<file path="src/rtl/h264fs_pkg.sv">
// Shared constants, types and helpers of the H.264 Annex B frame splitter.
// Depends on nothing; every other file but the assertion macros header imports it.
`timescale 1ns / 1ps
`default_nettype none

package h264fs_pkg;

  parameter int unsigned LENGTH_BITS = 20;

  localparam int unsigned LaDepth = 5;
  localparam int unsigned LaFillW = $clog2(LaDepth + 1);

  localparam logic [7:0] ScZero = 8'h00;
  localparam logic [7:0] ScOne  = 8'h01;

  // Unit type codes (low nibble of the header byte).
  localparam logic [3:0] NalSlice = 4'd1;
  localparam logic [3:0] NalIdr   = 4'd5;
  localparam logic [3:0] NalSei   = 4'd6;
  localparam logic [3:0] NalSps   = 4'd7;
  localparam logic [3:0] NalPps   = 4'd8;

  localparam logic [LENGTH_BITS-1:0] LenMax = '1;
  localparam logic [31:0] FrameNumLast = 32'hFFFF_FFFE;

  typedef struct packed {
    logic       active;     // lookahead full, a byte leaves it this beat
    logic       code_head;  // start code begins at the leaving byte
    logic       code_next;  // start code begins one byte later
    logic [3:0] hdr_type;   // type nibble of the header after code_head
    logic [7:0] lead_byte;  // byte leaving the lookahead
  } la_step_t;

  typedef struct packed {
    logic [7:0]             out_byte;
    logic                   frame_first;
    logic                   frame_last;
    logic                   key_frame;
    logic [31:0]            frame_number;
    logic [LENGTH_BITS-1:0] frame_length;
  } res_t;

  function automatic logic code_at(input logic [7:0] b0, input logic [7:0] b1,
                                   input logic [7:0] b2, input logic [7:0] b3);
    return (b0 == ScZero) && (b1 == ScZero) && (b2 == ScZero) && (b3 == ScOne);
  endfunction

  // Types that continue the current frame instead of opening a new one.
  function automatic logic joins_frame(input logic [3:0] t);
    return (t == NalIdr) || (t == NalSei) || (t == NalPps);
  endfunction

endpackage

`default_nettype wire

</file>
<file path="src/rtl/h264fs_stream_if.sv">
// Valid/ready channel interfaces for the stream bytes and the framed result.
// Depends on h264fs_pkg for the length width.
`timescale 1ns / 1ps
`default_nettype none

interface h264fs_in_if;
  logic       valid;
  logic       ready;
  logic [7:0] in_byte;

  modport source (output valid, output in_byte, input ready);
  modport sink   (input valid, input in_byte, output ready);
endinterface

interface h264fs_out_if;
  import h264fs_pkg::*;

  logic                   valid;
  logic                   ready;
  logic [7:0]             out_byte;
  logic                   frame_first;
  logic                   frame_last;
  logic                   key_frame;
  logic [31:0]            frame_number;
  logic [LENGTH_BITS-1:0] frame_length;

  modport source (output valid, output out_byte, output frame_first, output frame_last,
                  output key_frame, output frame_number, output frame_length,
                  input ready);
  modport sink   (input valid, input out_byte, input frame_first, input frame_last,
                  input key_frame, input frame_number, input frame_length,
                  output ready);
endinterface

`default_nettype wire

</file>
<file path="src/rtl/h264fs_lookahead.sv">
// Five-byte lookahead line with fill count and start code detection.
// Depends on h264fs_pkg.
`timescale 1ns / 1ps
`default_nettype none

module h264fs_lookahead (
  input  wire logic                  clk_i,
  input  wire logic                  rst_ni,
  input  wire logic                  accept_i,
  input  wire logic [7:0]            byte_i,
  output      h264fs_pkg::la_step_t  step_o
);
  import h264fs_pkg::*;

  logic [7:0]         la_q [LaDepth];
  logic [7:0]         la_d [LaDepth];
  logic [LaFillW-1:0] fill_q, fill_d;
  logic               full;

  assign full = (fill_q == LaFillW'(LaDepth));

  always_comb begin
    la_d   = la_q;
    fill_d = fill_q;
    if (accept_i) begin
      if (!full) begin
        // Fill in order until the line is complete.
        for (int i = 0; i < LaDepth; i++) begin
          if (fill_q == LaFillW'(i)) begin
            la_d[i] = byte_i;
          end
        end
        fill_d = fill_q + LaFillW'(1);
      end else begin
        for (int i = 0; i < LaDepth - 1; i++) begin
          la_d[i] = la_q[i+1];
        end
        la_d[LaDepth-1] = byte_i;
      end
    end
  end

  always_ff @(posedge clk_i or negedge rst_ni) begin
    if (!rst_ni) begin
      fill_q <= '0;
    end else begin
      fill_q <= fill_d;
    end
  end

  // Contents are only read once the fill count says they were written.
  always_ff @(posedge clk_i) begin
    la_q <= la_d;
  end

  always_comb begin
    step_o.active    = full;
    step_o.code_head = code_at(la_q[0], la_q[1], la_q[2], la_q[3]);
    step_o.code_next = code_at(la_q[1], la_q[2], la_q[3], la_q[4]);
    step_o.hdr_type  = la_q[4][3:0];
    step_o.lead_byte = la_q[0];
  end

endmodule

`default_nettype wire

</file>
<file path="src/rtl/h264fs_framer.sv">
// Frame state: sync, frame type, byte count and frame number; forms the result.
// Depends on h264fs_pkg.
`timescale 1ns / 1ps
`default_nettype none

module h264fs_framer (
  input  wire logic                  clk_i,
  input  wire logic                  rst_ni,
  input  wire logic                  accept_i,
  input  wire logic [7:0]            byte_i,
  input  wire h264fs_pkg::la_step_t  step_i,
  output      logic                  res_valid_o,
  output      h264fs_pkg::res_t      res_o
);
  import h264fs_pkg::*;

  logic                   synced_q, synced_d;
  logic                   kept_q, kept_d;
  logic                   key_q, key_d;
  logic                   first_pending_q, first_pending_d;
  logic [LENGTH_BITS-1:0] count_q, count_d;
  logic [31:0]            fnum_q, fnum_d;

  logic                   in_frame;
  logic                   opening;
  logic                   kept;
  logic                   key;
  logic [LENGTH_BITS-1:0] base;
  logic [LENGTH_BITS-1:0] count_n;
  logic                   last;

  always_comb begin
    in_frame = synced_q || step_i.code_head;
    opening  = first_pending_q || (!synced_q && step_i.code_head);
    kept     = opening ? ((step_i.hdr_type == NalSlice) || (step_i.hdr_type == NalSps))
                       : kept_q;
    key      = opening ? (step_i.hdr_type == NalSps) : key_q;
    base     = opening ? '0 : count_q;
    count_n  = (base != LenMax) ? base + LENGTH_BITS'(1) : base;
    last     = step_i.code_next && !joins_frame(byte_i[3:0]);

    res_o.out_byte     = step_i.lead_byte;
    res_o.frame_first  = opening;
    res_o.frame_last   = last;
    res_o.key_frame    = key;
    res_o.frame_number = fnum_q;
    res_o.frame_length = count_n;

    synced_d        = synced_q;
    kept_d          = kept_q;
    key_d           = key_q;
    first_pending_d = first_pending_q;
    count_d         = count_q;
    fnum_d          = fnum_q;
    res_valid_o     = 1'b0;

    if (accept_i && step_i.active && in_frame) begin
      synced_d        = 1'b1;
      kept_d          = kept;
      key_d           = key;
      count_d         = count_n;
      first_pending_d = last;
      res_valid_o     = kept;
      if (last && kept) begin
        fnum_d = (fnum_q == FrameNumLast) ? '0 : fnum_q + 32'd1;
      end
    end
  end

  always_ff @(posedge clk_i or negedge rst_ni) begin
    if (!rst_ni) begin
      synced_q        <= 1'b0;
      kept_q          <= 1'b0;
      key_q           <= 1'b0;
      first_pending_q <= 1'b0;
      count_q         <= '0;
      fnum_q          <= '0;
    end else begin
      synced_q        <= synced_d;
      kept_q          <= kept_d;
      key_q           <= key_d;
      first_pending_q <= first_pending_d;
      count_q         <= count_d;
      fnum_q          <= fnum_d;
    end
  end

endmodule

`default_nettype wire

</file>
<file path="src/rtl/h264fs_out_stage.sv">
// Output register with one skid entry; ready is taken from a register.
// Depends on h264fs_pkg and h264fs_out_if.
`timescale 1ns / 1ps
`default_nettype none

module h264fs_out_stage (
  input  wire logic              clk_i,
  input  wire logic              rst_ni,
  input  wire logic              push_i,
  input  wire h264fs_pkg::res_t  res_i,
  output      logic              in_ready_o,
  h264fs_out_if.source           out_o
);
  import h264fs_pkg::*;

  logic out_valid_q, out_valid_d;
  logic skid_valid_q, skid_valid_d;
  res_t main_q, main_d;
  res_t skid_q, skid_d;

  always_comb begin
    out_valid_d  = out_valid_q;
    skid_valid_d = skid_valid_q;
    main_d       = main_q;
    skid_d       = skid_q;
    if (!out_valid_q || out_o.ready) begin
      if (skid_valid_q) begin
        main_d       = skid_q;
        out_valid_d  = 1'b1;
        skid_valid_d = 1'b0;
      end else begin
        main_d      = res_i;
        out_valid_d = push_i;
      end
    end else if (push_i) begin
      skid_d       = res_i;
      skid_valid_d = 1'b1;
    end
  end

  always_ff @(posedge clk_i or negedge rst_ni) begin
    if (!rst_ni) begin
      out_valid_q  <= 1'b0;
      skid_valid_q <= 1'b0;
    end else begin
      out_valid_q  <= out_valid_d;
      skid_valid_q <= skid_valid_d;
    end
  end

  always_ff @(posedge clk_i) begin
    main_q <= main_d;
    skid_q <= skid_d;
  end

  assign in_ready_o         = !skid_valid_q;
  assign out_o.valid        = out_valid_q;
  assign out_o.out_byte     = main_q.out_byte;
  assign out_o.frame_first  = main_q.frame_first;
  assign out_o.frame_last   = main_q.frame_last;
  assign out_o.key_frame    = main_q.key_frame;
  assign out_o.frame_number = main_q.frame_number;
  assign out_o.frame_length = main_q.frame_length;

endmodule

`default_nettype wire

</file>
<file path="src/rtl/h264_annexb_frame_splitter_core.sv">
// Top level of the H.264 Annex B frame splitter.
// Depends on h264fs_pkg, h264fs_stream_if, h264fs_lookahead, h264fs_framer, h264fs_out_stage.
//
//   channel | dir | beat contents                                        | accepted when
//   --------+-----+------------------------------------------------------+-----------------
//   in_i    | in  | in_byte                                              | valid && ready
//   out_o   | out | out_byte, frame_first/last, key_frame, number, length | valid && ready
//
// One stream byte is taken every clock while in_i.ready is high; a result beat reaches
// out_o from the output register. Output lags input by the five-byte lookahead line.
// Reset (rst_ni low, asynchronous) empties the lookahead and forgets sync and counters.
// in_i.ready falls only when both the output register and its skid entry hold beats,
// so a stalled sink costs at most one extra buffered beat before input is held off.
`timescale 1ns / 1ps
`default_nettype none

module h264_annexb_frame_splitter_core (
  input  wire logic     clk_i,
  input  wire logic     rst_ni,
  h264fs_in_if.sink     in_i,
  h264fs_out_if.source  out_o
);
  import h264fs_pkg::*;

  logic     accept;
  logic     in_ready;
  la_step_t step;
  logic     res_valid;
  res_t     res;

  assign in_i.ready = in_ready;
  assign accept     = in_i.valid && in_ready;

  // Hold the last five bytes; flag start codes at the head and one byte behind it.
  h264fs_lookahead u_lookahead (
    .clk_i    (clk_i),
    .rst_ni   (rst_ni),
    .accept_i (accept),
    .byte_i   (in_i.in_byte),
    .step_o   (step)
  );

  // Advance the frame state for each leaving byte and decide whether it is emitted.
  h264fs_framer u_framer (
    .clk_i       (clk_i),
    .rst_ni      (rst_ni),
    .accept_i    (accept),
    .byte_i      (in_i.in_byte),
    .step_i      (step),
    .res_valid_o (res_valid),
    .res_o       (res)
  );

  // Register the result; park one beat in the skid entry while the sink stalls.
  h264fs_out_stage u_out_stage (
    .clk_i      (clk_i),
    .rst_ni     (rst_ni),
    .push_i     (res_valid),
    .res_i      (res),
    .in_ready_o (in_ready),
    .out_o      (out_o)
  );

endmodule

`default_nettype wire

</file>
<file path="src/flat_wrapper.sv">
// flat-port wrapper written by rule: the top's interface ports become plain ports
module h264_annexb_frame_splitter_core_flat import h264fs_pkg::*;
  (clk_i, rst_ni, in_i_valid, in_i_in_byte, in_i_ready, out_o_valid, out_o_out_byte, out_o_frame_first, out_o_frame_last, out_o_key_frame, out_o_frame_number, out_o_frame_length, out_o_ready);
  h264fs_in_if in_i_i ();
  h264fs_out_if out_o_i ();
  input  wire logic clk_i;
  input  wire logic rst_ni;
  input wire logic [$bits(in_i_i.valid)-1:0] in_i_valid;
  input wire logic [$bits(in_i_i.in_byte)-1:0] in_i_in_byte;
  output wire logic [$bits(in_i_i.ready)-1:0] in_i_ready;
  output wire logic [$bits(out_o_i.valid)-1:0] out_o_valid;
  output wire logic [$bits(out_o_i.out_byte)-1:0] out_o_out_byte;
  output wire logic [$bits(out_o_i.frame_first)-1:0] out_o_frame_first;
  output wire logic [$bits(out_o_i.frame_last)-1:0] out_o_frame_last;
  output wire logic [$bits(out_o_i.key_frame)-1:0] out_o_key_frame;
  output wire logic [$bits(out_o_i.frame_number)-1:0] out_o_frame_number;
  output wire logic [$bits(out_o_i.frame_length)-1:0] out_o_frame_length;
  input wire logic [$bits(out_o_i.ready)-1:0] out_o_ready;
  assign in_i_i.valid = in_i_valid;
  assign in_i_i.in_byte = in_i_in_byte;
  assign in_i_ready = in_i_i.ready;
  assign out_o_valid = out_o_i.valid;
  assign out_o_out_byte = out_o_i.out_byte;
  assign out_o_frame_first = out_o_i.frame_first;
  assign out_o_frame_last = out_o_i.frame_last;
  assign out_o_key_frame = out_o_i.key_frame;
  assign out_o_frame_number = out_o_i.frame_number;
  assign out_o_frame_length = out_o_i.frame_length;
  assign out_o_i.ready = out_o_ready;
  h264_annexb_frame_splitter_core u_core (.clk_i(clk_i), .rst_ni(rst_ni), .in_i(in_i_i), .out_o(out_o_i));
endmodule
</file>
<file path="config.mk">
export PLATFORM = sky130hd
export DESIGN_NAME = h264_annexb_frame_splitter_core_flat
export DESIGN_NICKNAME = d
export VERILOG_FILES = /design/src/rtl/h264fs_pkg.sv /design/src/rtl/h264fs_stream_if.sv /design/src/rtl/h264fs_lookahead.sv /design/src/rtl/h264fs_framer.sv /design/src/rtl/h264fs_out_stage.sv /design/src/rtl/h264_annexb_frame_splitter_core.sv /design/src/flat_wrapper.sv
export SDC_FILE = /design/constraint.sdc
export NUM_CORES = 1
export LEC_CHECK = 0
export BUFFER_PORTS_ARGS = -buffer_cell sky130_fd_sc_hd__buf_2
export CORE_MARGIN = 2
export CORE_UTILIZATION = 50
export DETAILED_ROUTE_END_ITERATION = 10
export HOLD_SLACK_MARGIN = 0.03
export PLACE_DENSITY = 0.68
export SLEW_MARGIN = 10
export SYNTH_ARGS = -nofsm -noshare
export SYNTH_HDL_FRONTEND = slang
export SYNTH_SLANG_ARGS = --single-unit
export TNS_END_PERCENT = 5
</file>
<file path="constraint.sdc">
create_clock -name clk_i -period 6.8 [get_ports clk_i]
set_input_delay 1.02 -clock clk_i [delete_from_list [all_inputs] [get_ports clk_i]]
set_output_delay 1.02 -clock clk_i [all_outputs]
set_load 0.02 [all_outputs]
</file>
---- After elaboration in Yosys (flattened, before gate mapping) ----
Index checks and enable logic that the tools add are counted.
operators by class
  reductions and logical operators ........ 41
  muxes and demuxes ....................... 16
  bitwise gates (word level) .............. 2
  equal/unequal tests ..................... 14
  $add $sub $neg .......................... 3
operator list
  operator                                                                count
  63-bit two-way mux                                                      1
  20-bit two-way mux                                                      2
  40-bit two-way mux                                                      1
  8-bit two-way mux                                                       5
  32-bit by 1-bit adder with 32-bit output (second input constant)        1
  32-bit equality test (second input constant)                            1
  8-bit logical NOT                                                       4
  32-bit two-way mux                                                      1
  20-bit by 1-bit adder with 20-bit output (second input constant)        1
  20-bit inequality test (second input constant)                          1
  8-bit by 1-bit equality test with 1-bit output (second input constant)  2
  2-bit AND reduction                                                     8
  4-bit by 3-bit equality test with 1-bit output (second input constant)  3
  1-bit logical AND                                                       12
  2-bit nonzero test                                                      6
  3-bit by 2-bit equality test with 1-bit output (second input constant)  2
  3-bit equality test (second input constant)                             2
  1-bit logical OR                                                        6
  1-bit two-way mux                                                       6
  4-bit by 1-bit equality test with 1-bit output (second input constant)  1
  4-bit equality test (second input constant)                             1
  1-bit logical NOT                                                       4
  3-bit by 1-bit adder with 3-bit output (second input constant)          1
  3-bit by 1-bit equality test with 1-bit output (second input constant)  1
  other kinds (2)                                                         3
storage, ports and cells
  output and inout bits ................... 65
  input bits .............................. 12
  bits in registers ....................... 227

---- Longest topological paths before layout ----
Gate-level depths: netlist of the first run.
  depth after elaboration ................. 10
  gate-level depth with buffers ........... 15
  gate-level depth less buffers ........... 11

---- Cells and area by module ----
From an unflattened synthesis of the first run, not the netlist that was laid out.
second synthesis, totals
  cell total of the unflattened synthesis .. 804
  area total of the unflattened synthesis .. 10391.2 sq um
modules (own cells, without submodules)
  module                           cells an instance  area each (sq um)  instances
  h264fs_out_stage                 205                4824.6             1
  h264fs_framer                    428                3607.2             1
  h264fs_lookahead                 170                1953.1             1
  h264_annexb_frame_splitter_core  1                  6.3                1

---- Worst setup path after synthesis of the first run ----
OpenSTA, ideal clock, no wires.
  path type ............................... input port to flip-flop
  from .................................... input port out_o_ready
  to ...................................... register u_core.u_out_stage.skid_q[0] (netlist name) (enable)
  path slack .............................. 771 ps
  path buffers ............................ 0
  arrival time ............................ 5538 ps
  stages on the path ...................... 2
  required time ........................... 6309 ps
  cells stage by stage .................... nand2b_1 > nor2b_1
between the ends
  cells in the longest elaborated chain, start to end .. 3
ends and longest elaborated chain
  element                               RTL line                source
  start, declared                       flat_wrapper.sv:18      input wire logic [$bits(out_o_i.ready)-1:0] out_o_ready;
  1-bit logical OR                      h264fs_out_stage.sv:26  if (!out_valid_q || out_o.ready) begin
  1-bit NOT (no source line)            n/a
  2-bit AND reduction (no source line)  n/a
  end signal, assigned                  h264fs_out_stage.sv:53  skid_q <= skid_d;
  end, declared                         h264fs_out_stage.sv:19  res_t skid_q, skid_d;
No other way between the ends.
A chain may end at the register's enable or synchronous reset.

---- Worst setup path after layout of the first run ----
  from .................................... register u_core.u_out_stage.skid_valid_q
  to ...................................... register u_core.u_out_stage.skid_q[16] (netlist name) (enable)
between the ends
  cells in the longest elaborated chain, start to end .. 6
ends and longest elaborated chain
  element                               RTL line                               source
  start, declared                       h264fs_out_stage.sv:17                 logic skid_valid_q, skid_valid_d;
  start signal, assigned                h264fs_out_stage.sv:47                 skid_valid_q <= skid_valid_d;
  1-bit logical NOT                     h264fs_out_stage.sv:56                 assign in_ready_o = !skid_valid_q;
  1-bit logical AND                     h264_annexb_frame_splitter_core.sv:32  assign accept = in_i.valid && in_ready;
  1-bit logical AND (2 in a row)        h264fs_framer.sv:57                    if (accept_i && step_i.active && in_frame) begin
  1-bit two-way mux                     h264fs_framer.sv:57
  2-bit AND reduction (no source line)  n/a
No other way between the ends.

==> impl_metrics.env, run 1 <==
export IMPL_status="finished, final reports clean"
export IMPL_dp_hpwl_um=12600
export IMPL_final_cells=1180
export IMPL_syn_inst=829
export IMPL_layout_drive_gt1_share_pct=18.8
export IMPL_powerDensity_nw_per_um2=319
export IMPL_p_leak_nw=4.64
export IMPL_period_needed_ns=3.89
export IMPL_core_um2=19500
export IMPL_grt_pass1_vias=6235
export IMPL_final_max_slew_violation_count=0
export IMPL_async_flop_share_pct=26.9
export IMPL_setup_viol=0
export IMPL_rsz0062_at_grt="false"
export IMPL_antenna_left=0
export IMPL_synth_area_um2=9990
export IMPL_max_slew_margin_pct=27.9
export IMPL_cts_max_level=1
export IMPL_clkSinkCount=227
export IMPL_crit_required_ns=6.97
export IMPL_grt_first_pass_wirelength_um=32500
export IMPL_grt_max_degree=71
export IMPL_drt_iter0_drc=547
export IMPL_worstSetupPathType="flip-flop to flip-flop"
export IMPL_startpoint_type="flip-flop"
export IMPL_fin_crit_sh_pct=57.2
export IMPL_yosysUniqueCellTypes=54
export IMPL_grt_ovfl_total=0
export IMPL_tns_ns=0
export IMPL_clk_path_buf_depth=3
export IMPL_cp_common_cell="buf_4"
export IMPL_hold_viol_final=0
export IMPL_io_pins=77
export IMPL_synth_warnings=0
export IMPL_placed_cells=1136
export IMPL_path_max_fanout=70
export IMPL_antennaDiodeCount=0
export IMPL_clk_pin_slew_ns=0.06
export IMPL_hp_class="flip-flop to flip-flop"
export IMPL_holdPathStages=0
export IMPL_post_place_ws_ns=2.73
export IMPL_max_cap_violations=0
export IMPL_final_core_util_pct=58.3
export IMPL_cts_tree="built"
export IMPL_synth_avg_cell_area_um2=12.1
export IMPL_rr_worst_depth=7
export IMPL_clkLatencyLatePin_ns=0.51
export IMPL_grt_antenna_before_repair=0
export IMPL_viasPerCell=5.53
export IMPL_synth_edff_count=166
export IMPL_vias=6530
export IMPL_crit_slowest_cell="nor2b_4"
export IMPL_crit_buf_inv=2
export IMPL_routed_wl_um=19600
export IMPL_fmax_mhz=257
export IMPL_tightestPinTransition_ns=1.08
export IMPL_ys_flop_type="edfxtp_1"
export IMPL_die_w_um=145
export IMPL_cpLargestDelayFamily="simple AND/OR/NAND/NOR gates"
export IMPL_synth_seq_cells=227
export IMPL_start_util_pct=51.2
export IMPL_cp_depth=7
export IMPL_cts_hold_buf=0
export IMPL_fin_nets=916
export IMPL_drtPass1Iterations=5
export IMPL_row_count=51
export IMPL_vdd_drop_max_v=0.000206
export IMPL_die_h_um=145
export IMPL_path_cells="buf_4, nand2b_1, nor2_1, o21a_1, a21boi_0, nor2b_4, buf_4"
export IMPL_setup_ws_ns=2.91
export IMPL_area_growth_pct=13.9
export IMPL_grtUsageTotal_pct=18.7
export IMPL_drc=0
export IMPL_crit_arrival_ns=4.06
export IMPL_post_cts_buffers=0
export IMPL_place_congestion=0.807
export IMPL_wl_per_cell_um=16.6
export IMPL_endpoint_kind="flip-flop"
export IMPL_finClkSkew_ns=0.0166
export IMPL_max_stage_delay_ns=0.90
export IMPL_dieArea_um2=21100
export IMPL_hold_ws_ns=0.485
export IMPL_seq_area_frac_synth_pct=65.1
export IMPL_cts_made_buffers=24
export IMPL_portBuffers=76
export IMPL_root_buffer="clkbuf_16"
export IMPL_synth_net_count=848
export IMPL_cts_resized=0
synth_stat cells, types with 13 or more instances:
master	n	area share [%]
a21oi_1	25	1.3
xnor2_1	13	1.1
nand3_1	19	0.95
o21ai_0	73	3.7
nand2_1	138	5.2
mux2_2	43	4.8
edfxtp_1	166	50
dfrtp_1	61	15
and2_1	14	0.88
a31oi_1	20	1.3
and3_1	14	0.88
o31ai_1	27	2.0
nor2_1	56	2.1
clkbuf_1	33	1.2
state kept, by name, summed over array words and instances (netlist names):
name and cells:
u_core.u_framer.count_q 20, u_core.u_out_stage.out_o.frame_last 1, u_core.u_lookahead.la_q 28, u_core.u_out_stage.out_o.valid 1
u_core.u_out_stage.out_o.frame_number 32, u_core.u_out_stage.skid_valid_q 1, u_core.u_out_stage.out_o.frame_first 1, u_core.u_framer.key_q 1
u_core.u_out_stage.skid_q 63, u_core.u_framer.synced_q 1, u_core.u_framer.fnum_q 32, u_core.u_out_stage.out_o.frame_length 20
u_core.u_lookahead.step_o 12, u_core.u_out_stage.out_o.key_frame 1, u_core.u_out_stage.out_o.out_byte 8, u_core.u_framer.first_pending_q 1
u_core.u_framer.kept_q 1, u_core.u_lookahead.fill_q 3
final cells by class:
cell class                 count  area [um2]
clock buffer                  32         672
clock inverter                12         110
fill                        1608        8140
inverter                      12        45.0
multi-input combinational    549        3280
sequential                   227        6510
tap                          265         332
timing repair buffer          83         433
per-layer routing:
metal,global-route usage [%],vias up,part of all wire (%)
met5,0,-,0
met4,4.71,0,1.6
met3,2.95,22,3.9
met2,30.9,138,48
met1,26.1,3176,46
li1,-,3194,-
report_power, final:
group	switching, mW	internal [mW]
sequential	0.0859	1.70
clock	0.519	0.768
combinational	0.383	0.181
total	0.988	2.65
per-stage QoR:
step | cell area [um2] | power (mW)
CTS | 11400 | 3.67
global route | 11400 | 3.80
floorplan | 9990 | 2.19
global placement | 10600 | 2.36
finish | 11400 | 3.63
detailed placement | 10600 | 2.38
placed cells by master, fill, tap and decap left out, types with 3 or more instances in the layout:
master       n
and4_1      11
clkbuf_16   25
buf_2       76
nand2b_1    11
clkbuf_1     5
a21oi_1     25
o31ai_1     27
xor2_1       7
nand3_1     19
buf_4        7
o21a_1       4
and2_1      14
a31oi_1     20
nand4_1     12
mux2_2      43
a41oi_1      3
nor2_1      56
ha_1         7
nor3_1       6
nand2_1    138
clkinv_2     3
dfrtp_1     60
inv_1       10
clkinv_1     6
and3_1      14
o21ai_1      3
edfxtp_1   166
nor2b_1      6
o21ai_0     73
xnor2_1     13
nor4_1       5
final timing paths:
check                                           startpoint                              end  slack (ns)
setup / recovery           u_core.u_out_stage.skid_valid_q    u_core.u_out_stage.skid_q[16]        2.91
hold / removal                u_core.u_lookahead.step_o[5]    u_core.u_out_stage.skid_q[60]        0.49
setup reg to reg           u_core.u_out_stage.skid_valid_q    u_core.u_out_stage.skid_q[16]        2.91
hold reg to reg               u_core.u_lookahead.step_o[5]    u_core.u_out_stage.skid_q[60]        0.49
max in group asynchronous                           rst_ni  u_core.u_out_stage.skid_valid_q        5.48
min in group asynchronous                           rst_ni       u_core.u_framer.fnum_q[10]        0.68
kinds of logic (layout without fill, tap and decap cells):
group / Yosys count / in the layout / share of synthesized area (%)
AOI/OAI and AO/OA: 170 / 170 / 10.3
xor gates and xnor gates: 20 / 20 / 1.75
adders and majority gates: 7 / 7 / 0.876
buffers and inverters: 53 / 139 / 2.22
DFF: 227 / 227 / 65.1
muxes: 44 / 44 / 4.94
and+or+nand+nor: 308 / 308 / 14.8
(Power assumes the default switching activity.)
==> run 2: changes to the inputs <==
- clock period: 6.8 -> 3.79 ns (I/O delays scaled with it)
==> impl_metrics.env, run 2 (synthesis results as in run 1) <==
export IMPL_status="finished, final reports clean"
export IMPL_root_buffer="clkbuf_16"
export IMPL_endpoint_kind="flip-flop"
export IMPL_max_cap_violations=0
export IMPL_cts_max_level=1
export IMPL_die_w_um=145
export IMPL_cts_made_buffers=24
export IMPL_row_count=51
export IMPL_grtUsageTotal_pct=19.3
export IMPL_tightestPinTransition_ns=1.14
export IMPL_hold_viol_final=0
export IMPL_routed_wl_um=20300
export IMPL_worstSetupPathType="flip-flop to flip-flop"
export IMPL_drc=0
export IMPL_setup_viol=0
export IMPL_mostFrequentLayoutCells="edfxtp_1, nand2_1, buf_2"
export IMPL_max_slew_margin_pct=23.9
export IMPL_hold_ws_ns=0.0617
export IMPL_rsz0062_at_grt="false"
export IMPL_antennaDiodeCount=0
export IMPL_grt_pass1_vias=6493
export IMPL_finClkSkew_ns=0.0122
export IMPL_dp_hpwl_um=13000
export IMPL_antenna_left=0
export IMPL_drt_iter0_drc=562
export IMPL_total_power_mw=6.62
export IMPL_layout_drive_gt1_share_pct=19.4
export IMPL_cts_hold_buf=0
export IMPL_final_cells=1187
export IMPL_clkSinkCount=227
export IMPL_largest_register="u_core.u_out_stage.skid_q"
export IMPL_die_h_um=145
export IMPL_crit_arrival_ns=3.70
export IMPL_largest_reg_flops=63
export IMPL_io_pins=77
export IMPL_hp_class="primary input to async pin"
export IMPL_post_cts_buffers=0
export IMPL_dpl_cell_area_um2=10700
export IMPL_vias=6622
export IMPL_final_core_util_pct=58.8
export IMPL_final_common_cell="edfxtp_1"
export IMPL_vdd_drop_max_v=0.000578
export IMPL_placed_cells=1143
export IMPL_final_max_slew_violation_count=0
export IMPL_startpoint_type="flip-flop"
export IMPL_viasPerCell=5.58
export IMPL_grt_antenna_before_repair=0
export IMPL_tns_ns=0
export IMPL_clkLatencyLatePin_ns=0.52
export IMPL_core_um2=19500
export IMPL_area_growth_pct=14.8
export IMPL_place_congestion=0.818
export IMPL_wl_per_cell_um=17.1
export IMPL_drtPass1Iterations=6
export IMPL_p_leak_nw=4.68
export IMPL_dieArea_um2=21100
export IMPL_start_util_pct=51.2
export IMPL_period_needed_ns=3.44
export IMPL_clk_path_buf_depth=3
export IMPL_post_place_ws_ns=0.369
export IMPL_clk_pin_slew_ns=0.06
export IMPL_fin_crit_sh_pct=90.8
export IMPL_fin_nets=923
export IMPL_grt_ovfl_total=0
export IMPL_crit_required_ns=4.04
export IMPL_fmax_mhz=291
export IMPL_grt_max_degree=70
export IMPL_cts_resized=0
export IMPL_powerDensity_nw_per_um2=577
export IMPL_cts_tree="built"
export IMPL_n_fill_cell=1641
export IMPL_path_max_fanout=7
export IMPL_portBuffers=76
export IMPL_grt_first_pass_wirelength_um=33400
export IMPL_setup_ws_ns=0.348
export IMPL_finalInstanceArea_um2=11500
==> run 2: cell types whose count changed in the layout (fill, tap and decap cells not counted), sizes merged <==
cell / previous run / this run
buf: 83 / 90
clkinv: 10 / 8
bufinv: 2 / 3
clkinvlp: 1 / 2
==> run 2: layer usage <==
metal / vias to the layer above / track usage [%] / wire length [um]
li1: 3209 / - / -
met1: 3230 / 26.4 / 9070
met2: 154 / 32.7 / 9860
met3: 29 / 2.85 / 895
met4: 0 / 5.39 / 465
met5: - / 0 / 0
==> run 2: path summary, 6_finish.rpt <==
kind	start	to	cells after the start	slack (ns)
max reg2reg	u_core.u_lookahead.la_q[12]	u_core.u_out_stage.out_o.frame_length[6]	11	0.35
min reg2reg	u_core.u_lookahead.step_o[2]	u_core.u_out_stage.skid_q[57]	0	0.46
min in group clk_i	in_i_in_byte[5]	u_core.u_lookahead.la_q[5]	1	0.26
min	rst_ni	u_core.u_framer.fnum_q[13]	1	0.06
max in group asynchronous	rst_ni	u_core.u_lookahead.fill_q[0]	2	2.78
max	u_core.u_lookahead.la_q[12]	u_core.u_out_stage.out_o.frame_length[6]	11	0.35
==> run 2: worst max-delay path: stages (launching register included) <==
cell	delay, ns
edfxtp_1	0.39
or4_4	0.56
nor4_4	0.23
a41oi_1	0.26
and2_1	0.23
ha_1	0.24
and2_1	0.26
and3_1	0.30
and2_0	0.25
nor2_1	0.20
xnor2_1	0.15
o21ai_0	0.10
==> run 2: where the power goes <==
part           internal [mW]  leakage, nW  switching (mW)  total, mW
Sequential              3.04         2.61           0.153       3.19
Clock                   1.44        0.387           0.947       2.39
Combinational          0.340         1.68           0.693       1.03
Total                   4.83         4.68            1.79       6.62
==> run 2: cell type report <==
type                       count  area [um2]  area share (%)
clock inverter                12         134            1.17
clock buffer                  32         672            5.85
timing repair buffer          90         498            4.34
multi-input combinational    549        3280            28.6
sequential                   227        6510            56.7
tap                          265         332            2.89
inverter                      12        45.0           0.392
==> run 3: changes to the inputs <==
==> constraint.sdc (replaced) <==
create_clock -name clk_i -period 3.79 [get_ports clk_i]
set_input_delay 0.379 -clock clk_i [delete_from_list [all_inputs] [get_ports clk_i]]
set_output_delay 0.379 -clock clk_i [all_outputs]
set_load 0.02 [all_outputs]
==> impl_metrics.env, run 3 (synthesis results as in run 1) <==
export IMPL_dieArea_um2=21100
export IMPL_cts_max_level=1
export IMPL_path_cells="or4_4, nor4_4, a41oi_2, and2_1, ha_1, and2_1, and3_1, and2_0, nor2_1, xnor2_1, o21ai_0"
export IMPL_wl_per_cell_um=16.9
export IMPL_drc=0
export IMPL_crit_required_ns=4.04
export IMPL_rrSetupSlack_ns=0.32
export IMPL_drtPass1Iterations=5
export IMPL_place_congestion=0.816
export IMPL_cpLargestDelayFamily="simple AND/OR/NAND/NOR gates"
export IMPL_regArea_um2=6510
export IMPL_tightestPinTransition_ns=1.08
export IMPL_placed_cells=1142
export IMPL_period_needed_ns=3.47
export IMPL_max_cap_violations=0
export IMPL_largest_reg_flops=63
export IMPL_grt_first_pass_wirelength_um=32800
export IMPL_grtUsageTotal_pct=18.8
export IMPL_vdd_drop_max_v=0.000372
export IMPL_path_max_fanout=7
export IMPL_crit_slowest_cell="or4_4"
export IMPL_drt_iter0_drc=606
export IMPL_grt_antenna_before_repair=0
export IMPL_cp_common_cell="and2_1"
export IMPL_clkSinkCount=227
export IMPL_cts_made_buffers=24
export IMPL_antennaDiodeCount=0
export IMPL_clk_pin_slew_ns=0.06
export IMPL_die_w_um=145
export IMPL_rsz0062_at_grt="false"
export IMPL_area_growth_pct=14.5
export IMPL_multi_input_area_um2=3290
export IMPL_grt_max_degree=70
export IMPL_rr_worst_depth=11
export IMPL_largest_register="u_core.u_out_stage.skid_q"
export IMPL_fin_crit_sh_pct=91.6
export IMPL_clk_path_buf_depth=3
export IMPL_mostFrequentLayoutCells="edfxtp_1, nand2_1, buf_2"
export IMPL_layout_drive_gt1_share_pct=19.5
export IMPL_core_um2=19500
export IMPL_grt_ovfl_total=0
export IMPL_dp_hpwl_um=13100
export IMPL_powerDensity_nw_per_um2=567
export IMPL_hp_class="primary input to flip-flop"
export IMPL_regToRegStartpoint="u_core.u_lookahead.la_q[12]"
export IMPL_cts_tree="built"
export IMPL_crit_buf_inv=0
export IMPL_worstSetupPathType="flip-flop to flip-flop"
export IMPL_max_slew_margin_pct=28.1
export IMPL_finClkSkew_ns=0.0216
export IMPL_hold_viol_final=0
export IMPL_finalInstanceArea_um2=11400
export IMPL_final_max_slew_violation_count=0
export IMPL_die_h_um=145
export IMPL_n_fill_cell=1629
export IMPL_io_pins=77
export IMPL_crit_arrival_ns=3.72
export IMPL_row_count=51
export IMPL_root_buffer="clkbuf_16"
export IMPL_final_core_util_pct=58.6
export IMPL_final_cells=1187
export IMPL_holdPathStages=1
export IMPL_startpoint_type="flip-flop"
export IMPL_hold_end="u_core.u_lookahead.la_q[4]"
export IMPL_start_util_pct=51.2
export IMPL_vias=6613
export IMPL_setup_viol=0
export IMPL_portBuffers=76
export IMPL_grt_pass1_vias=6445
export IMPL_status="finished, final reports clean"
export IMPL_antenna_left=0
export IMPL_fmax_mhz=288
export IMPL_r2r_end="u_core.u_out_stage.out_o.frame_length[6]"
export IMPL_routed_wl_um=20100
export IMPL_fin_nets=923
export IMPL_endpoint_kind="flip-flop"
export IMPL_clkLatencyLatePin_ns=0.52
export IMPL_viasPerCell=5.57
export IMPL_final_common_cell="edfxtp_1"
export IMPL_dpl_cell_area_um2=10700
export IMPL_p_leak_nw=4.66
export IMPL_hold_start="in_i_in_byte[4]"
export IMPL_max_stage_delay_ns=0.56
export IMPL_post_cts_buffers=0
[run 3: worst max-delay path by stage]
stage                                                      to                   startpoint  cells after the start
finish               u_core.u_out_stage.out_o.frame_length[6]  u_core.u_lookahead.la_q[12]                     11
global route         u_core.u_out_stage.out_o.frame_length[6]  u_core.u_lookahead.la_q[12]                     11
CTS                  u_core.u_out_stage.out_o.frame_length[6]  u_core.u_lookahead.la_q[12]                     11
detailed placement   u_core.u_out_stage.out_o.frame_length[6]  u_core.u_lookahead.la_q[12]                     11
global placement     u_core.u_out_stage.out_o.frame_length[6]  u_core.u_lookahead.la_q[12]                     11
floorplan           u_core.u_out_stage.out_o.frame_length[17]  u_core.u_lookahead.la_q[12]                     13
[run 3: where the power goes]
part | leakage [nW] | internal (mW) | switching (mW) | total (mW)
Combinational | 1.68 | 0.343 | 0.700 | 1.04
Sequential | 2.61 | 3.04 | 0.155 | 3.20
Clock | 0.376 | 1.34 | 0.915 | 2.25
[run 3: metrics by stage]
step	worst slack [ns]	power (mW)	hold WS, ns	setup TNS, ns
5_1_grt	0.0540	6.80	0.0510	0
3_5_place_dp	0.321	4.29	0.403	0
3_3_place_gp	0.394	4.26	0.409	0
2_1_floorplan	-0.0107	3.93	0.0834	-0.0107
4_1_cts	0.312	6.55	0.0499	0
6_report	0.317	6.49	0.0705	0
[run 3: final cells by class]
| cell class | count | share of cell area, % |
|---|---|---|
| Clock buffer | 35 | 6.06 |
| Clock inverter | 9 | 0.645 |
| Inverter | 12 | 0.393 |
| Multi-Input combinational cell | 549 | 28.7 |
| Sequential cell | 227 | 56.9 |
| Tap cell | 265 | 2.90 |
| Timing Repair Buffer | 90 | 4.37 |
[run 3: metal layers]
| layer | vias up | wire length (um) | share of wire, % | global-route usage [%] |
|---|---|---|---|---|
| met3 | 26 | 819 | 4.1 | 2.63 |
| li1 | 3208 | - | - | - |
| met1 | 3218 | 8840 | 44 | 25.6 |
| met5 | - | 0 | 0 | 0 |
| met2 | 161 | 10000 | 50 | 31.9 |
| met4 | 0 | 397 | 2.0 | 5.69 |
[run 3: what timing repair did]
action / 4_1_cts / 5_1_grt
endpoints found under the setup margin: 0 / 1
resized for setup: 0 / 1
hold buffers: 1 / 0
hold endpoints to repair: 23 / 0
